## config.mk

```make
export PLATFORM = sky130hd
export DESIGN_NAME = obstacle_stop_interlock_top
export DESIGN_NICKNAME = d
export VERILOG_FILES = /design/src/rtl/core/osi_pkg.sv /design/src/rtl/core/osi_eval.sv /design/src/rtl/core/obstacle_stop_interlock_top.sv
export SDC_FILE = /design/constraint.sdc
export NUM_CORES = 1
export LEC_CHECK = 0
export BUFFER_PORTS_ARGS = -buffer_cell sky130_fd_sc_hd__buf_2
export CAP_MARGIN = 5
export CORE_MARGIN = 2
export CORE_UTILIZATION = 47
export CTS_BUF_LIST = sky130_fd_sc_hd__clkbuf_8
export CTS_CLUSTER_DIAMETER = 100
export DETAILED_ROUTE_END_ITERATION = 12
export PLACE_DENSITY_LB_ADDON = 0.1
export SYNTH_ARGS = -nofsm -noshare
export SYNTH_HDL_FRONTEND = slang
export SYNTH_SLANG_ARGS = --single-unit
```

## constraint.sdc

```tcl
create_clock -name i_clk -period 1.9 [get_ports i_clk]
set_input_delay 0.285 -clock i_clk [delete_from_list [all_inputs] [get_ports i_clk]]
set_output_delay 0.285 -clock i_clk [all_outputs]
set_load 0.01 [all_outputs]
```

## src/rtl/core/osi_pkg.sv

```systemverilog
// Shared types, codes and reset values for the obstacle stop interlock.
`timescale 1ns / 1ps
`default_nettype none

package osi_pkg;

    localparam int CODE_W    = 8;
    localparam int OPCODE_W  = 3;
    localparam int TONE_W    = 2;
    localparam int CFG_IDX_W = 3;
    localparam int IN_DATA_W  = 40;
    localparam int IN_USER_W  = 3;
    localparam int OUT_DATA_W = 8;

    typedef enum logic [OPCODE_W-1:0] {
        OP_HEALTH   = 3'd0,
        OP_PACKET   = 3'd1,
        OP_PRIMARY  = 3'd2,
        OP_STATUS3D = 3'd3,
        OP_SECOND   = 3'd4,
        OP_WAYPOINT = 3'd5
    } t_opcode;

    typedef enum logic [CFG_IDX_W-1:0] {
        REG_END_ZONE    = 3'd0,
        REG_SECOND_STOP = 3'd1,
        REG_OBJECT_A    = 3'd2,
        REG_OBJECT_B    = 3'd3,
        REG_OBJECT_3D   = 3'd4
    } t_reg_idx;

    localparam logic [TONE_W-1:0] TONE_NONE = 2'd0;
    localparam logic [TONE_W-1:0] TONE_ON   = 2'd1;
    localparam logic [TONE_W-1:0] TONE_OFF  = 2'd2;

    typedef struct packed {
        logic [CODE_W-1:0] end_zone_code;
        logic [CODE_W-1:0] second_stop_code;
        logic [CODE_W-1:0] object_code_a;
        logic [CODE_W-1:0] object_code_b;
        logic [CODE_W-1:0] object_3d_code;
    } t_cfg;

    localparam t_cfg CFG_RESET = '{
        end_zone_code:    8'd2,
        second_stop_code: 8'd3,
        object_code_a:    8'd4,
        object_code_b:    8'd5,
        object_3d_code:   8'd1
    };

    typedef struct packed {
        logic              second_stop_armed;
        logic              stopped;
        logic              in_zone;
        logic              at_stop_point;
        logic              detector_healthy;
        logic              primary_seen;
        logic              scan2d_seen;
        logic              scan3d_seen;
        logic              zone_lock;
        logic              notice_shown;
        logic [CODE_W-1:0] last_drive_mode;
    } t_state;

    localparam t_state STATE_RESET = '{
        second_stop_armed: 1'b0,
        stopped:           1'b0,
        in_zone:           1'b0,
        at_stop_point:     1'b0,
        detector_healthy:  1'b1,
        primary_seen:      1'b1,
        scan2d_seen:       1'b0,
        scan3d_seen:       1'b0,
        zone_lock:         1'b0,
        notice_shown:      1'b0,
        last_drive_mode:   8'd0
    };

    typedef struct packed {
        logic [OPCODE_W-1:0] opcode;
        logic                flag_value;
        logic [CODE_W-1:0]   drive_mode;
        logic [CODE_W-1:0]   pot_code;
        logic [CODE_W-1:0]   status_code;
        logic [CODE_W-1:0]   zone_flag;
    } t_item;

    typedef struct packed {
        logic              stop_cmd;
        logic              start_cmd;
        logic              tone_valid;
        logic [TONE_W-1:0] tone_code;
        logic              error_notice;
    } t_result;

endpackage

`default_nettype wire

```

## src/rtl/core/osi_eval.sv

```systemverilog
// Next-state and result logic for one event of the obstacle stop interlock.
`timescale 1ns / 1ps
`default_nettype none

module osi_eval (
    input  wire osi_pkg::t_state  i_state,
    input  wire osi_pkg::t_cfg    i_cfg,
    input  wire osi_pkg::t_item   i_item,
    output osi_pkg::t_state       o_state,
    output osi_pkg::t_result      o_result
);

    osi_pkg::t_state  s;
    osi_pkg::t_result r;

    always_comb begin
        s = i_state;
        r = '0;
        case (i_item.opcode)
            osi_pkg::OP_HEALTH: begin
                s.detector_healthy = i_item.flag_value;
            end
            osi_pkg::OP_PACKET: begin
                if (i_item.drive_mode != i_state.last_drive_mode) begin
                    // mode change: return all flags to their reset values, silence the tone
                    s                 = osi_pkg::STATE_RESET;
                    s.last_drive_mode = i_item.drive_mode;
                    r.tone_valid      = 1'b1;
                    r.tone_code       = osi_pkg::TONE_OFF;
                end
                s.scan2d_seen = (i_item.pot_code == i_cfg.object_code_a) ||
                                (i_item.pot_code == i_cfg.object_code_b);
            end
            osi_pkg::OP_PRIMARY: begin
                s.primary_seen = i_item.flag_value;
            end
            osi_pkg::OP_STATUS3D: begin
                s.scan3d_seen = (i_item.status_code == i_cfg.object_3d_code);
            end
            osi_pkg::OP_SECOND: begin
                s.second_stop_armed = 1'b1;
            end
            osi_pkg::OP_WAYPOINT: begin
                // zone, lock and second-stop rules
                if (i_item.zone_flag == i_cfg.end_zone_code) begin
                    s.in_zone      = 1'b0;
                    s.zone_lock    = 1'b0;
                    s.primary_seen = 1'b1;
                end else if (!s.zone_lock && (i_item.zone_flag != '0) &&
                             (i_item.zone_flag != i_cfg.second_stop_code)) begin
                    s.at_stop_point = 1'b1;
                    s.zone_lock     = 1'b1;
                    s.in_zone       = 1'b1;
                end else if (s.zone_lock && s.second_stop_armed &&
                             (i_item.zone_flag == i_cfg.second_stop_code)) begin
                    s.at_stop_point     = 1'b1;
                    s.second_stop_armed = 1'b0;
                    s.primary_seen      = 1'b1;
                    s.zone_lock         = 1'b0;
                end else if (s.scan2d_seen || s.scan3d_seen) begin
                    if (s.in_zone && !s.at_stop_point) begin
                        s.primary_seen  = 1'b1;
                        s.at_stop_point = 1'b1;
                    end
                end

                // stop/start decision on the updated flags
                r.tone_valid = 1'b1;
                r.tone_code  = osi_pkg::TONE_NONE;
                if (s.at_stop_point) begin
                    if (s.detector_healthy) begin
                        s.notice_shown = 1'b0;
                        if (s.in_zone &&
                            (s.scan2d_seen || s.scan3d_seen || s.primary_seen)) begin
                            if (!s.stopped) begin
                                r.stop_cmd  = 1'b1;
                                s.stopped   = 1'b1;
                                r.tone_code = osi_pkg::TONE_ON;
                            end
                        end else begin
                            s.at_stop_point = 1'b0;
                            s.stopped       = 1'b0;
                            r.start_cmd     = 1'b1;
                            r.tone_code     = osi_pkg::TONE_OFF;
                        end
                    end else begin
                        r.tone_code = osi_pkg::TONE_OFF;
                        r.stop_cmd  = 1'b1;
                        if (!s.notice_shown) begin
                            r.error_notice = 1'b1;
                            s.notice_shown = 1'b1;
                        end
                    end
                end
            end
            default: begin
            end
        endcase
    end

    assign o_state  = s;
    assign o_result = r;

endmodule

`default_nettype wire

```

## src/rtl/core/obstacle_stop_interlock_top.sv

```systemverilog
// An accepted beat goes input register -> event logic -> result register -> master side.
// Throughput: one beat per cycle while no result waits on i_m_tready downstream.
// Each event reads and updates the interlock flags in the same cycle it leaves the
// input register, so back-to-back beats see each other's effects in order.
// Reset (synchronous, active low): flags and config return to defaults, both stages empty.
// Top level of the obstacle stop interlock.
`timescale 1ns / 1ps
`default_nettype none

module obstacle_stop_interlock_top (
    input  wire                                 i_clk,
    input  wire                                 i_rst_n,
    // event stream in
    input  wire                                 i_s_tvalid,
    output logic                                o_s_tready,
    // [0] flag_value, [8:1] drive_mode, [16:9] pot_code, [24:17] status_code,
    // [32:25] zone_flag, [39:33] zero
    input  wire  [osi_pkg::IN_DATA_W-1:0]       i_s_tdata,
    // [2:0] opcode
    input  wire  [osi_pkg::IN_USER_W-1:0]       i_s_tuser,
    // result stream out
    output logic                                o_m_tvalid,
    input  wire                                 i_m_tready,
    // [0] stop_cmd, [1] start_cmd, [2] tone_valid, [4:3] tone_code,
    // [5] error_notice, [7:6] zero
    output logic [osi_pkg::OUT_DATA_W-1:0]      o_m_tdata,
    // configuration write port
    input  wire                                 i_cfg_we,
    input  wire  [osi_pkg::CFG_IDX_W-1:0]       i_cfg_idx,
    input  wire  [osi_pkg::CODE_W-1:0]          i_cfg_wdata
);

    // Configuration registers; the user must write them only while the block is idle; the block does not enforce this.
    osi_pkg::t_cfg r_cfg;
    osi_pkg::t_cfg n_cfg;

    always_comb begin
        n_cfg = r_cfg;
        if (i_cfg_we) begin
            case (i_cfg_idx)
                osi_pkg::REG_END_ZONE:    n_cfg.end_zone_code    = i_cfg_wdata;
                osi_pkg::REG_SECOND_STOP: n_cfg.second_stop_code = i_cfg_wdata;
                osi_pkg::REG_OBJECT_A:    n_cfg.object_code_a    = i_cfg_wdata;
                osi_pkg::REG_OBJECT_B:    n_cfg.object_code_b    = i_cfg_wdata;
                osi_pkg::REG_OBJECT_3D:   n_cfg.object_3d_code   = i_cfg_wdata;
                default: begin
                    // drop writes to unmapped indexes
                end
            endcase
        end
    end

    always_ff @(posedge i_clk) begin
        if (!i_rst_n) begin
            r_cfg <= osi_pkg::CFG_RESET;
        end else begin
            r_cfg <= n_cfg;
        end
    end

    // Pipeline control: the whole pipe advances unless a result waits downstream.
    logic w_advance;
    logic w_in_take;

    logic            r_in_valid;
    osi_pkg::t_item  r_in_item;
    logic            r_out_valid;
    osi_pkg::t_result r_out_result;
    osi_pkg::t_state r_state;

    osi_pkg::t_state  w_state_next;
    osi_pkg::t_result w_result;
    osi_pkg::t_item   w_beat;

    assign w_advance  = !r_out_valid || i_m_tready;
    assign o_s_tready = !r_in_valid || w_advance;
    assign w_in_take  = i_s_tvalid && o_s_tready;

    // Unpack the slave-side beat.
    assign w_beat.opcode      = i_s_tuser[2:0];
    assign w_beat.flag_value  = i_s_tdata[0];
    assign w_beat.drive_mode  = i_s_tdata[8:1];
    assign w_beat.pot_code    = i_s_tdata[16:9];
    assign w_beat.status_code = i_s_tdata[24:17];
    assign w_beat.zone_flag   = i_s_tdata[32:25];

    // Input register: hold the beat until the result stage can take it.
    always_ff @(posedge i_clk) begin
        if (!i_rst_n) begin
            r_in_valid <= 1'b0;
        end else if (o_s_tready) begin
            r_in_valid <= i_s_tvalid;
        end
    end

    always_ff @(posedge i_clk) begin
        if (w_in_take) begin
            r_in_item <= w_beat;
        end
    end

    osi_eval u_eval (
        .i_state  (r_state),
        .i_cfg    (r_cfg),
        .i_item   (r_in_item),
        .o_state  (w_state_next),
        .o_result (w_result)
    );

    // Commit the flag update only when the event moves into the result register.
    always_ff @(posedge i_clk) begin
        if (!i_rst_n) begin
            r_state <= osi_pkg::STATE_RESET;
        end else if (r_in_valid && w_advance) begin
            r_state <= w_state_next;
        end
    end

    // Result register: a finished beat waits here until taken; an empty input register can still fill.
    always_ff @(posedge i_clk) begin
        if (!i_rst_n) begin
            r_out_valid <= 1'b0;
        end else if (w_advance) begin
            r_out_valid <= r_in_valid;
        end
    end

    always_ff @(posedge i_clk) begin
        if (w_advance && r_in_valid) begin
            r_out_result <= w_result;
        end
    end

    assign o_m_tvalid = r_out_valid;
    assign o_m_tdata  = {2'b00,
                         r_out_result.error_notice,
                         r_out_result.tone_code,
                         r_out_result.tone_valid,
                         r_out_result.start_cmd,
                         r_out_result.stop_cmd};

`ifndef SYNTHESIS
    // A single event never commands both stop and start.
    a_stop_start_excl: assert property (@(posedge i_clk) disable iff (!i_rst_n)
        r_out_valid |-> !(r_out_result.stop_cmd && r_out_result.start_cmd))
        else $error("stop and start issued together");

    // The error notice only comes with a stop and the tone off.
    a_notice_with_stop: assert property (@(posedge i_clk) disable iff (!i_rst_n)
        (r_out_valid && r_out_result.error_notice) |->
            (r_out_result.stop_cmd && (r_out_result.tone_code == osi_pkg::TONE_OFF)))
        else $error("error notice without stop and tone off");

    // A stalled event must not touch the interlock flags.
    a_state_hold_on_stall: assert property (@(posedge i_clk) disable iff (!i_rst_n)
        (r_in_valid && !w_advance) |=> $stable(r_state))
        else $error("flags changed while the event was stalled");

    // Every waypoint result carries a published tone.
    a_waypoint_tone: assert property (@(posedge i_clk) disable iff (!i_rst_n)
        (r_in_valid && w_advance && (r_in_item.opcode == osi_pkg::OP_WAYPOINT)) |=>
            (r_out_valid && r_out_result.tone_valid))
        else $error("waypoint result without tone");
`endif

endmodule

`default_nettype wire

```

==> results of run 1 <==
cell usage in the layout (no fill, tap or decap), drive strengths merged, types with 3 or more instances in the layout:
cell	instances
nand2b	3
inv	10
xor2	8
nor3	7
xnor2	40
nor2	21
and3b	3
edfxtp	42
clkbuf	9
o21ai	13
and3	6
dfxtp	60
and2	3
nand4	12
a21oi	49
buf	84
or2	3
nand3	13
nand2	102
nor4	4
layer usage:
layer,wire length [µm],vias to the layer above,global-route usage [%]
met5,0,-,0
li1,-,1697,-
met1,4360,1549,26.4
met4,153,0,6.76
met2,4470,63,31.6
met3,381,14,4.65
state kept, by name, indices dropped and copies added (netlist names):
register,cells
r_state,18
o_m_tvalid,1
r_in_valid,1
o_m_tdata,6
r_cfg,40
r_in_item,36
critical path, cell delays in order, from the launching register on:
cell and delay (ps):
edfxtp_1 460, xor2_1 190, nor4_4 330, buf_12 160
and2_4 150, a21oi_2 60, o211ai_2 310, o21ba_1 200
through the flow:
step	cell area, µm²	instances	TNS (ps)	setup slack (ps)	total power, W
after detailed placement	4950	620	-583	-116	0.00282
after CTS	5180	638	-941	-171	0.00414
after floorplan	4420	445	-13.3	-13.3	0.00266
final	5260	639	-1290	-209	0.00410
after global placement	4950	620	-533	-110	0.00281
after global routing	5260	639	-2410	-277	0.00429
area by class of cell:
| class | instances | area [µm²] | area share (%) |
|---|---|---|---|
| well taps | 111 | 139 | 2.64 |
| clock buffers | 9 | 124 | 2.35 |
| repair buffers | 84 | 503 | 9.56 |
| clock inverters | 7 | 67.6 | 1.28 |
| inverters | 6 | 22.5 | 0.428 |
| flip-flops and latches | 102 | 2460 | 46.8 |
| multi-input cells | 320 | 1940 | 36.9 |
cells by family after synthesis:
family | after synthesis | synth area share (%)
compound gates | 85 | 12.4
xor+xnor | 48 | 9.52
buf+inv | 23 | 2.32
flops | 102 | 55.8
mux | 1 | 0.227
other cells | 1 | 0.0850
simple gates | 184 | 19.7
repair_timing:
item	CTS	global route
hold buffers	0	0
setup endpoints to repair	11	12
pin swaps	4	4
setup buffers	2	1
resized for setup	5	13
power by group through the flow:
stage	clock [W]	sequential (W)	combinational, W
after floorplan	0	0.00246	0.000205
after global placement	0	0.00247	0.000338
after detailed placement	0	0.00247	0.000345
after CTS	0.00137	0.00242	0.000351
after global routing	0.00146	0.00243	0.000394
final	0.00133	0.00242	0.000354
worst min-delay path by stage:
stage	slack (ps)	from	endpoint	depth (start not counted)
floorplan	380	i_s_tdata[25]	r_in_item[0]	0
global placement	450	r_cfg[22]	r_cfg[22]	2
detailed placement	460	r_state[12]	r_state[12]	1
CTS	50	i_s_tdata[0]	r_in_item[32]	1
global route	50	i_s_tdata[14]	r_in_item[21]	1
finish	70	i_s_tdata[0]	r_in_item[32]	1
==> out/metrics.cfg, run 1 <==
[status]
status = complete, but fails checks
violations = negative setup slack

[critical_path]
worstRegToRegCells = 7
crit_type = reg2reg
start_kind = register
arrival_ps = 2240
reg2reg_from = r_in_item[5]
crit_fanout = 6
reg2reg_to = o_m_tdata[0]
critPathLaunch = r_in_item[5]
reg2reg_slack_ps = -210
worstSetupEndpoint = o_m_tdata[0]
critPathRequiredTime_ps = 2030
worstSetupEndpointType = register

[floorplan]
chipWidth_um = 101
die_area_um2 = 10200
start_util_pct = 48.0
die_y_um = 101
num_io_pins = 69
num_rows = 35
core_um2 = 9200

[final_layout]
fin_nets = 582
post-route-util_pct = 57.2
drive_above_1_share_pct = 25.0
area_delta_synth_final_pct = 19.2
n_antenna_cell = 0
n_fill_cell = 847

[synth]
ys_ff_latch = 102
synth.most_common_cell = nand2_1
synth_largest_area_cell = edfxtp_1
avgSynthCellArea_um2 = 9.94
synthFlopType = dfxtp_1
synth_edf_count = 42
async_flop_share_pct = 0
synthTopCellsByCount = nand2_1 (102), dfxtp_1 (60), a21oi_1 (48)
yosysSeqAreaShare_pct = 55.8
synth_cells = 444
synth_area_um2 = 4410
ys_warn_count = 0
ys_types = 55
synthTopCellsByArea = edfxtp_1 (29%), dfxtp_1 (27%), nand2_1 (8.7%), xnor2_1 (7.9%), a21oi_1 (5.4%)
synth.top_cell.area_share_pct = 28.6

[detailed_routing]
wl_um = 9370
drc = 0
drt_iter0_markers = 126
post_drt_wl_per_cell_um = 14.7
vias = 3323
drt-vias-per-instance = 5.20
first_pass_iters = 4
ant_nets = 0

[power_and_ir_drop]
p_leak_nw = 1.93
p_per_area_nw_per_um2 = 780
clock_power_share_pct = 32.3
swShare_pct = 26.1
pwr-share-comb_pct = 8.6
ir_drop_uv = 597
p_int_w = 0.00303
p_switching_w = 0.00107
p_seq_share_pct = 59.1

[clock_network]
cts_tree = yes
clkLatencyLatePin_ps = 380
cts_buffers = 9
ctsLongestPathBuffers = 2
clock-root-buffer = clkbuf_8
cts.clk_slew.worst_paths_ps = 110
cts_sinks = 102
htree_levels = 3

[global_routing]
track_usage_pct = 19.7
antenna_found_initial = 0
grt_max_degree = 37
grt-ovfl-total = 0
grt_pass1_vias = 3283
grt_pass1_wl_um = 15700

[sta]
fmax_mhz = 474
worst_pin_slew_ps = 928
maxSlewHeadroom_pct = 38.1
skew_ps = 16.4
slew_violations = 0
rsz0062_at_grt = true
setup_viol = 10
finalCritPeriodShare_pct = 111
hold_violations = 0
worst_slack_ps = -209
period_needed_ps = 2110
whs_ps = 67.5

[hold_path]
hold_class = in2reg

[placed_design]
gp_congestion = 0.829
hpwl_um = 6690
port-buffer-count = 59

[flow_run]
cap_violations = 0

Note: power is estimated with default switching activity, not from simulation.
==> inputs of run 2 (changes only) <==
--- a/config.mk
+++ b/config.mk
@@ -13,6 +13,7 @@
 export CTS_CLUSTER_DIAMETER = 100
 export DETAILED_ROUTE_END_ITERATION = 12
 export PLACE_DENSITY_LB_ADDON = 0.1
+export SKIP_CTS_REPAIR_TIMING = 1
 export SYNTH_ARGS = -nofsm -noshare
 export SYNTH_HDL_FRONTEND = slang
 export SYNTH_SLANG_ARGS = --single-unit
==> out/metrics.cfg, run 2 (synthesized netlist as in run 1, its figures left out) <==
[final_layout]
layout_commonest_cell = nand2_1  ; unchanged
final_cells = 638  ; was 639
n_fill_cell = 854  ; was 847
largest_reg_flops = 40  ; unchanged
n_antenna_cell = 0  ; unchanged
final_cell_area_um2 = 5200  ; was 5260 µm²
fin_nets = 581  ; was 582
multiInputGateArea_um2 = 1900  ; was 1940 µm²
regArea_um2 = 2460  ; unchanged
drive_above_1_share_pct = 23.5  ; was 25.0%
largestRegisters = r_cfg (40), r_in_item (36), r_state (18)  ; unchanged
largest_register = r_cfg  ; unchanged
final_cell_mix = nand2_1 (102), dfxtp_1 (60), buf_2 (59)  ; unchanged
area_delta_synth_final_pct = 17.8  ; was 19.2%

[sta]
hold_violations = 0  ; unchanged
fmax_mhz = 477  ; was 474 MHz
worst_slack_ps = -198  ; was -209 ps
whs_ps = 68.0  ; was 67.5 ps
setup_viol = 9  ; was 10
skew_ps = 14.5  ; was 16.4 ps
slew_violations = 0  ; unchanged
period_needed_ps = 2100  ; was 2110 ps
maxSlewHeadroom_pct = 38.2  ; was 38.1%
rsz0062_at_grt = true  ; unchanged
finalCritPeriodShare_pct = 110  ; was 111%
worst_pin_slew_ps = 926  ; was 928 ps

[clock_network]
clock-root-buffer = clkbuf_8  ; unchanged
cts_sinks = 102  ; unchanged
cts_tree = yes  ; unchanged
cts_buffers = 9  ; unchanged
clkLatencyLatePin_ps = 380  ; about the same
ctsLongestPathBuffers = 2  ; unchanged
cts.clk_slew.worst_paths_ps = 110  ; about the same
htree_levels = 3  ; unchanged

[placed_design]
gp_congestion = 0.829  ; unchanged
hpwl_um = 6690  ; unchanged
place_area_um2 = 4950  ; unchanged
port-buffer-count = 59  ; unchanged
numPlacedInstances = 620  ; unchanged

[detailed_routing]
post_drt_wl_per_cell_um = 14.7  ; about the same
vias = 3319  ; was 3323
wl_um = 9390  ; was 9370 µm
first_pass_iters = 4  ; unchanged
drc = 0  ; unchanged
drt-vias-per-instance = 5.20  ; about the same
drt_iter0_markers = 146  ; was 126
ant_nets = 0  ; unchanged

[power_and_ir_drop]
p_per_area_nw_per_um2 = 789  ; was 780 nW/µm²
p_int_w = 0.00303  ; about the same
p_switching_w = 0.00107  ; about the same
total_power_w = 0.00410  ; about the same
pwr-share-comb_pct = 8.5  ; was 8.6%
swShare_pct = 26.1  ; about the same
clock_power_share_pct = 32.4  ; was 32.3%
ir_drop_uv = 597  ; about the same
p_leak_nw = 1.91  ; was 1.93 nW
p_seq_share_pct = 59.0  ; was 59.1%

[hold_path]
hold_end = r_in_item[32]  ; unchanged
hold_class = in2reg  ; unchanged
hp-start = i_s_tdata[0]  ; unchanged
whs_path_depth = 1  ; unchanged

[global_routing]
grt_pass1_wl_um = 15500  ; was 15700 µm
grt_pass1_vias = 3249  ; was 3283
track_usage_pct = 19.5  ; was 19.7%
grt-ovfl-total = 0  ; unchanged
grt_max_degree = 37  ; unchanged
antenna_found_initial = 0  ; unchanged

[critical_path]
arrival_ps = 2240  ; about the same
worstRegToRegCells = 8  ; was 7
worstSetupEndpointType = register  ; unchanged
crit_fanout = 6  ; unchanged
reg2reg_slack_ps = -200  ; was -210 ps
start_kind = register  ; unchanged
reg2reg_from = r_in_item[5]  ; unchanged
crit_type = reg2reg  ; unchanged
critPathRequiredTime_ps = 2040  ; was 2030 ps
reg2reg_to = o_m_tdata[5]  ; was o_m_tdata[0]

[floorplan]
die_area_um2 = 10200  ; unchanged
start_util_pct = 48.0  ; unchanged
die_y_um = 101  ; unchanged
chipWidth_um = 101  ; unchanged
num_rows = 35  ; unchanged
num_io_pins = 69  ; unchanged
core_um2 = 9200  ; unchanged

[flow_run]
cap_violations = 0  ; unchanged

[status]
status = complete, but fails checks  ; unchanged
violations = negative setup slack  ; unchanged

run 2: cell types whose count changed in the layout (fill, tap and decap cells not counted), sizes merged:
| cell | previous run | this run |
|---|---|---|
| buf | 84 | 83 |
run 2: area by class of cell:
cell class	count	share of cell area [%]
Sequential cell	102	47.4
Clock buffer	9	2.38
Timing Repair Buffer	83	9.39
Inverter	6	0.433
Multi-Input combinational cell	320	36.5
Clock inverter	7	1.30
Tap cell	111	2.67
run 2: how the worst max path moves through the flow:
stage | from | endpoint | slack [ps] | depth (start not counted)
global route | r_in_item[6] | o_m_tdata[5] | -270 | 7
global placement | r_in_item[5] | o_m_tdata[4] | -110 | 7
CTS | r_in_item[5] | o_m_tdata[4] | -170 | 7
detailed placement | r_in_item[5] | r_state[16] | -120 | 6
finish | r_in_item[5] | o_m_tdata[5] | -200 | 8
floorplan | r_in_item[5] | o_m_tdata[0] | -10 | 6
run 2: layer usage:
layer / vias to the layer above / track usage [%] / routed length (µm)
li1: 1694 / - / -
met1: 1539 / 26.2 / 4440
met2: 70 / 31.3 / 4410
met3: 16 / 4.58 / 382
met4: 0 / 6.44 / 159
met5: - / 0 / 0
run 2: critical path: stages (launching register included):
cell	delay, ps
edfxtp_1	450
xor2_1	190
nor4_4	330
buf_12	160
and2_4	150
a21oi_2	60
o211ai_1	320
buf_4	180
nor2_1	30
run 2: through the flow:
stage / utilization [%] / setup WS (ps) / setup TNS, ps
after global routing: 56.5 / -269 / -2160
after CTS: 55.9 / -175 / -1070
final: 56.5 / -198 / -965
after floorplan: - / -13.3 / -13.3
after detailed placement: 53.9 / -116 / -583
after global placement: 53.9 / -110 / -533
run 2: power groups by stage:
stage	Sequential (W)	Clock (W)	Combinational (W)
4_1_cts	0.00242	0.00137	0.000346
6_report	0.00242	0.00133	0.000350
3_3_place_gp	0.00247	0	0.000338
2_1_floorplan	0.00246	0	0.000205
3_5_place_dp	0.00247	0	0.000345
5_1_grt	0.00243	0.00146	0.000388
==> inputs of run 3 (changes only) <==
--- a/config.mk
+++ b/config.mk
@@ -5,8 +5,8 @@
 export SDC_FILE = /design/constraint.sdc
 export NUM_CORES = 1
 export LEC_CHECK = 0
+export ABC_AREA = 1
 export BUFFER_PORTS_ARGS = -buffer_cell sky130_fd_sc_hd__buf_2
-export CAP_MARGIN = 5
 export CORE_MARGIN = 2
 export CORE_UTILIZATION = 47
 export CTS_BUF_LIST = sky130_fd_sc_hd__clkbuf_8
==> out/metrics.cfg, run 3 <==
[status]
status = finished clean  ; was complete, but fails checks

[detailed_routing]
wl_um = 9060  ; was 9390 µm
first_pass_iters = 4  ; unchanged
post_drt_wl_per_cell_um = 13.4  ; was 14.7 µm
vias = 3387  ; was 3319
drt_iter0_markers = 95  ; was 146
ant_nets = 0  ; unchanged
drt-vias-per-instance = 5.01  ; was 5.20
drc = 0  ; unchanged

[global_routing]
grt_max_degree = 37  ; unchanged
grt-ovfl-total = 0  ; unchanged
grt_pass1_wl_um = 15000  ; was 15500 µm
antenna_found_initial = 0  ; unchanged
track_usage_pct = 18.9  ; was 19.5%
grt_pass1_vias = 3208  ; was 3249

[synth]
avgSynthCellArea_um2 = 9.06  ; was 9.94 µm²
ys_warn_count = 0  ; unchanged
synth-compound-area-share_pct = 11.0  ; was 12.4%
yosys.area_share.simple_pct = 21.7  ; was 19.7%
ys_types = 38  ; was 55
synth.top_cell.area_share_pct = 28.3  ; was 28.6%
synth_top_family_by_area = simple AND/OR/NAND/NOR gates  ; unchanged
yosysSeqAreaShare_pct = 55.3  ; was 55.8%
synth_largest_area_cell = edfxtp_1  ; unchanged
synth-xor-area-share_pct = 6.30  ; was 9.52%
async_flop_share_pct = 0  ; unchanged
synthTopCellsByArea = edfxtp_1 (28%), dfxtp_1 (27%), nor2_1 (6.7%), nand2_1 (5.7%), xnor2_1 (5.1%)  ; was edfxtp_1 (29%), dfxtp_1 (27%), nand2_1 (8.7%), xnor2_1 (7.9%), a21oi_1 (5.4%)
synthFlopType = dfxtp_1  ; unchanged
synthTopCellsByCount = nor2_1 (80), nand2_1 (67), dfxtp_1 (60)  ; was nand2_1 (102), dfxtp_1 (60), a21oi_1 (48)
synth_edf_count = 42  ; unchanged
synth.most_common_cell = nor2_1  ; was nand2_1
synth.mux.area_fraction_pct = 0  ; was 0.227%
ys_ff_latch = 102  ; unchanged
synthAdderAreaFrac_pct = 0  ; unchanged
synth_area_um2 = 4450  ; was 4410 µm²
synth_cells = 491  ; was 444

[final_layout]
n_antenna_cell = 0  ; unchanged
largest_reg_flops = 40  ; unchanged
largest_register = r_cfg  ; unchanged
final_cell_mix = nor2_1 (80), nand2_1 (67), dfxtp_1 (60)  ; was nand2_1 (102), dfxtp_1 (60), buf_2 (59)
fin_nets = 619  ; was 581
area_delta_synth_final_pct = 15.2  ; was 17.8%
drive_above_1_share_pct = 22.8  ; was 23.5%
regArea_um2 = 2460  ; unchanged
layout_commonest_cell = nor2_1  ; was nand2_1
final_cells = 676  ; was 638
multiInputGateArea_um2 = 1750  ; was 1900 µm²
largestRegisters = r_cfg (40), r_in_item (36), r_state (18)  ; unchanged
n_fill_cell = 851  ; was 854

[critical_path]
worstSetupEndpointType = register  ; unchanged
arrival_ps = 1870  ; was 2240 ps
crit_type = reg2reg  ; unchanged
worstRegToRegCells = 14  ; was 8
critPathRequiredTime_ps = 2020  ; was 2040 ps
reg2reg_to = o_m_tdata[0]  ; was o_m_tdata[5]
start_kind = register  ; unchanged
crit_fanout = 5  ; was 6
reg2reg_slack_ps = 150  ; was -200 ps
reg2reg_from = r_in_item[4]  ; was r_in_item[5]

[floorplan]
num_io_pins = 69  ; unchanged
die_area_um2 = 10300  ; was 10200 µm²
die_y_um = 101  ; about the same
chipWidth_um = 101  ; about the same
num_rows = 35  ; unchanged
start_util_pct = 48.4  ; was 48.0%
core_um2 = 9200  ; unchanged

[sta]
setup_viol = 0  ; was 9
slew_violations = 0  ; unchanged
hold_violations = 0  ; unchanged
skew_ps = 12.8  ; was 14.5 ps
whs_ps = 77.8  ; was 68.0 ps
finalCritPeriodShare_pct = 92.0  ; was 110%
fin_setup_tns_ps = 0  ; was -965 ps
fmax_mhz = 572  ; was 477 MHz
rsz0062_at_grt = false  ; was true
period_needed_ps = 1750  ; was 2100 ps

[placed_design]
gp_congestion = 0.879  ; was 0.829
port-buffer-count = 59  ; unchanged
hpwl_um = 6560  ; was 6690 µm
numPlacedInstances = 660  ; was 620

[power_and_ir_drop]
p_leak_nw = 2.17  ; was 1.91 nW
ir_drop_uv = 401  ; was 597 µV
p_per_area_nw_per_um2 = 827  ; was 789 nW/µm²
total_power_w = 0.00424  ; was 0.00410 W

[clock_network]
cts_sinks = 102  ; unchanged
ctsLongestPathBuffers = 2  ; unchanged
clock-root-buffer = clkbuf_8  ; unchanged
cts_tree = yes  ; unchanged
clkLatencyLatePin_ps = 370  ; was 380 ps
cts.clk_slew.worst_paths_ps = 110  ; about the same
cts_buffers = 9  ; unchanged
htree_levels = 3  ; unchanged

[hold_path]
hold_class = in2reg  ; unchanged
whs_path_depth = 1  ; unchanged
hold_end = r_in_item[24]  ; was r_in_item[32]
hp-start = i_s_tdata[1]  ; was i_s_tdata[0]

[flow_run]
cap_violations = 0  ; unchanged

==> run 3: cell types whose count changed after synthesis, moves of 6 or more <==
| cell | previous run | this run |
|---|---|---|
| nor2_1 | 20 | 80 |
| inv_1 | 6 | 45 |
| nand2_1 | 102 | 67 |
| o21ai_0 | 13 | 44 |
| a21oi_1 | 48 | 22 |
| xnor2_1 | 40 | 26 |
| nand2_2 | 0 | 12 |
| clkbuf_1 | 13 | 5 |
| inv_2 | 0 | 8 |
| and3_1 | 6 | 0 |
| nor2_2 | 1 | 7 |
==> run 3: final cells by class <==
class / count / area share, %
clock buffer: 9 / 2.42
clock inverter: 7 / 1.61
inverter: 54 / 3.95
multi-input combinational: 326 / 34.1
sequential: 102 / 48.0
tap: 111 / 2.71
timing repair buffer: 67 / 7.18
==> run 3: metal layers <==
layer	part of all wire [%]	wire length [µm]	up-vias	track usage (%)
met3	3.7	334	7	4.35
met5	0	0	-	0
met2	48	4360	66	31.4
met4	0.88	80	0	5.41
met1	47	4280	1568	25.0
li1	-	-	1746	-
==> run 3: cell families (layout without fill, tap and decap cells) <==
| group | after synthesis | in the layout |
|---|---|---|
| compound gates | 86 | 86 |
| xor+xnor | 32 | 32 |
| buf+inv | 64 | 137 |
| flops | 102 | 102 |
| other cells | 1 | 2 |
| simple gates | 206 | 206 |
==> run 3: how the worst max path moves through the flow <==
stage                  from            to  slack (ps)
4_1_cts        r_in_item[7]  o_m_tdata[0]         150
3_5_place_dp   r_in_item[7]  o_m_tdata[0]         170
6_report       r_in_item[4]  o_m_tdata[0]         150
5_1_grt        r_in_item[1]  o_m_tdata[0]           6
2_1_floorplan    o_m_tvalid  r_in_item[0]         200
3_3_place_gp   r_in_item[7]  o_m_tdata[0]         180
==> run 3: where the power goes <==
part / leakage (nW) / internal [W] / total [W] / switching (W)
logic: 1.16 / 0.000156 / 0.000379 / 0.000223
clock network: 0.109 / 0.000635 / 0.00142 / 0.000784
registers: 0.898 / 0.00238 / 0.00244 / 0.0000647
total: 2.17 / 0.00317 / 0.00424 / 0.00107
==> run 3: critical path: stages, from the launching register on <==
cell      delay [ps]
edfxtp_1         430
inv_1            130
nand2_1           70
nand2_1           70
nand2_2           70
nor2_4           110
nand2_2           70
nand2_4           80
inv_2             40
nor2_2            80
nor2_2            40
nand2_2          110
nand2_2           70
nand2_2           90
a21oi_2           30
==> run 3: per-stage QoR <==
step                utilization, %  worst slack, ps  cell area [µm²]
floorplan                        -              203             4450
global placement              53.4              182             4910
detailed placement            53.4              169             4910
CTS                           55.7              148             5120
global route                  55.7             5.63             5130
finish                        55.7              152             5130
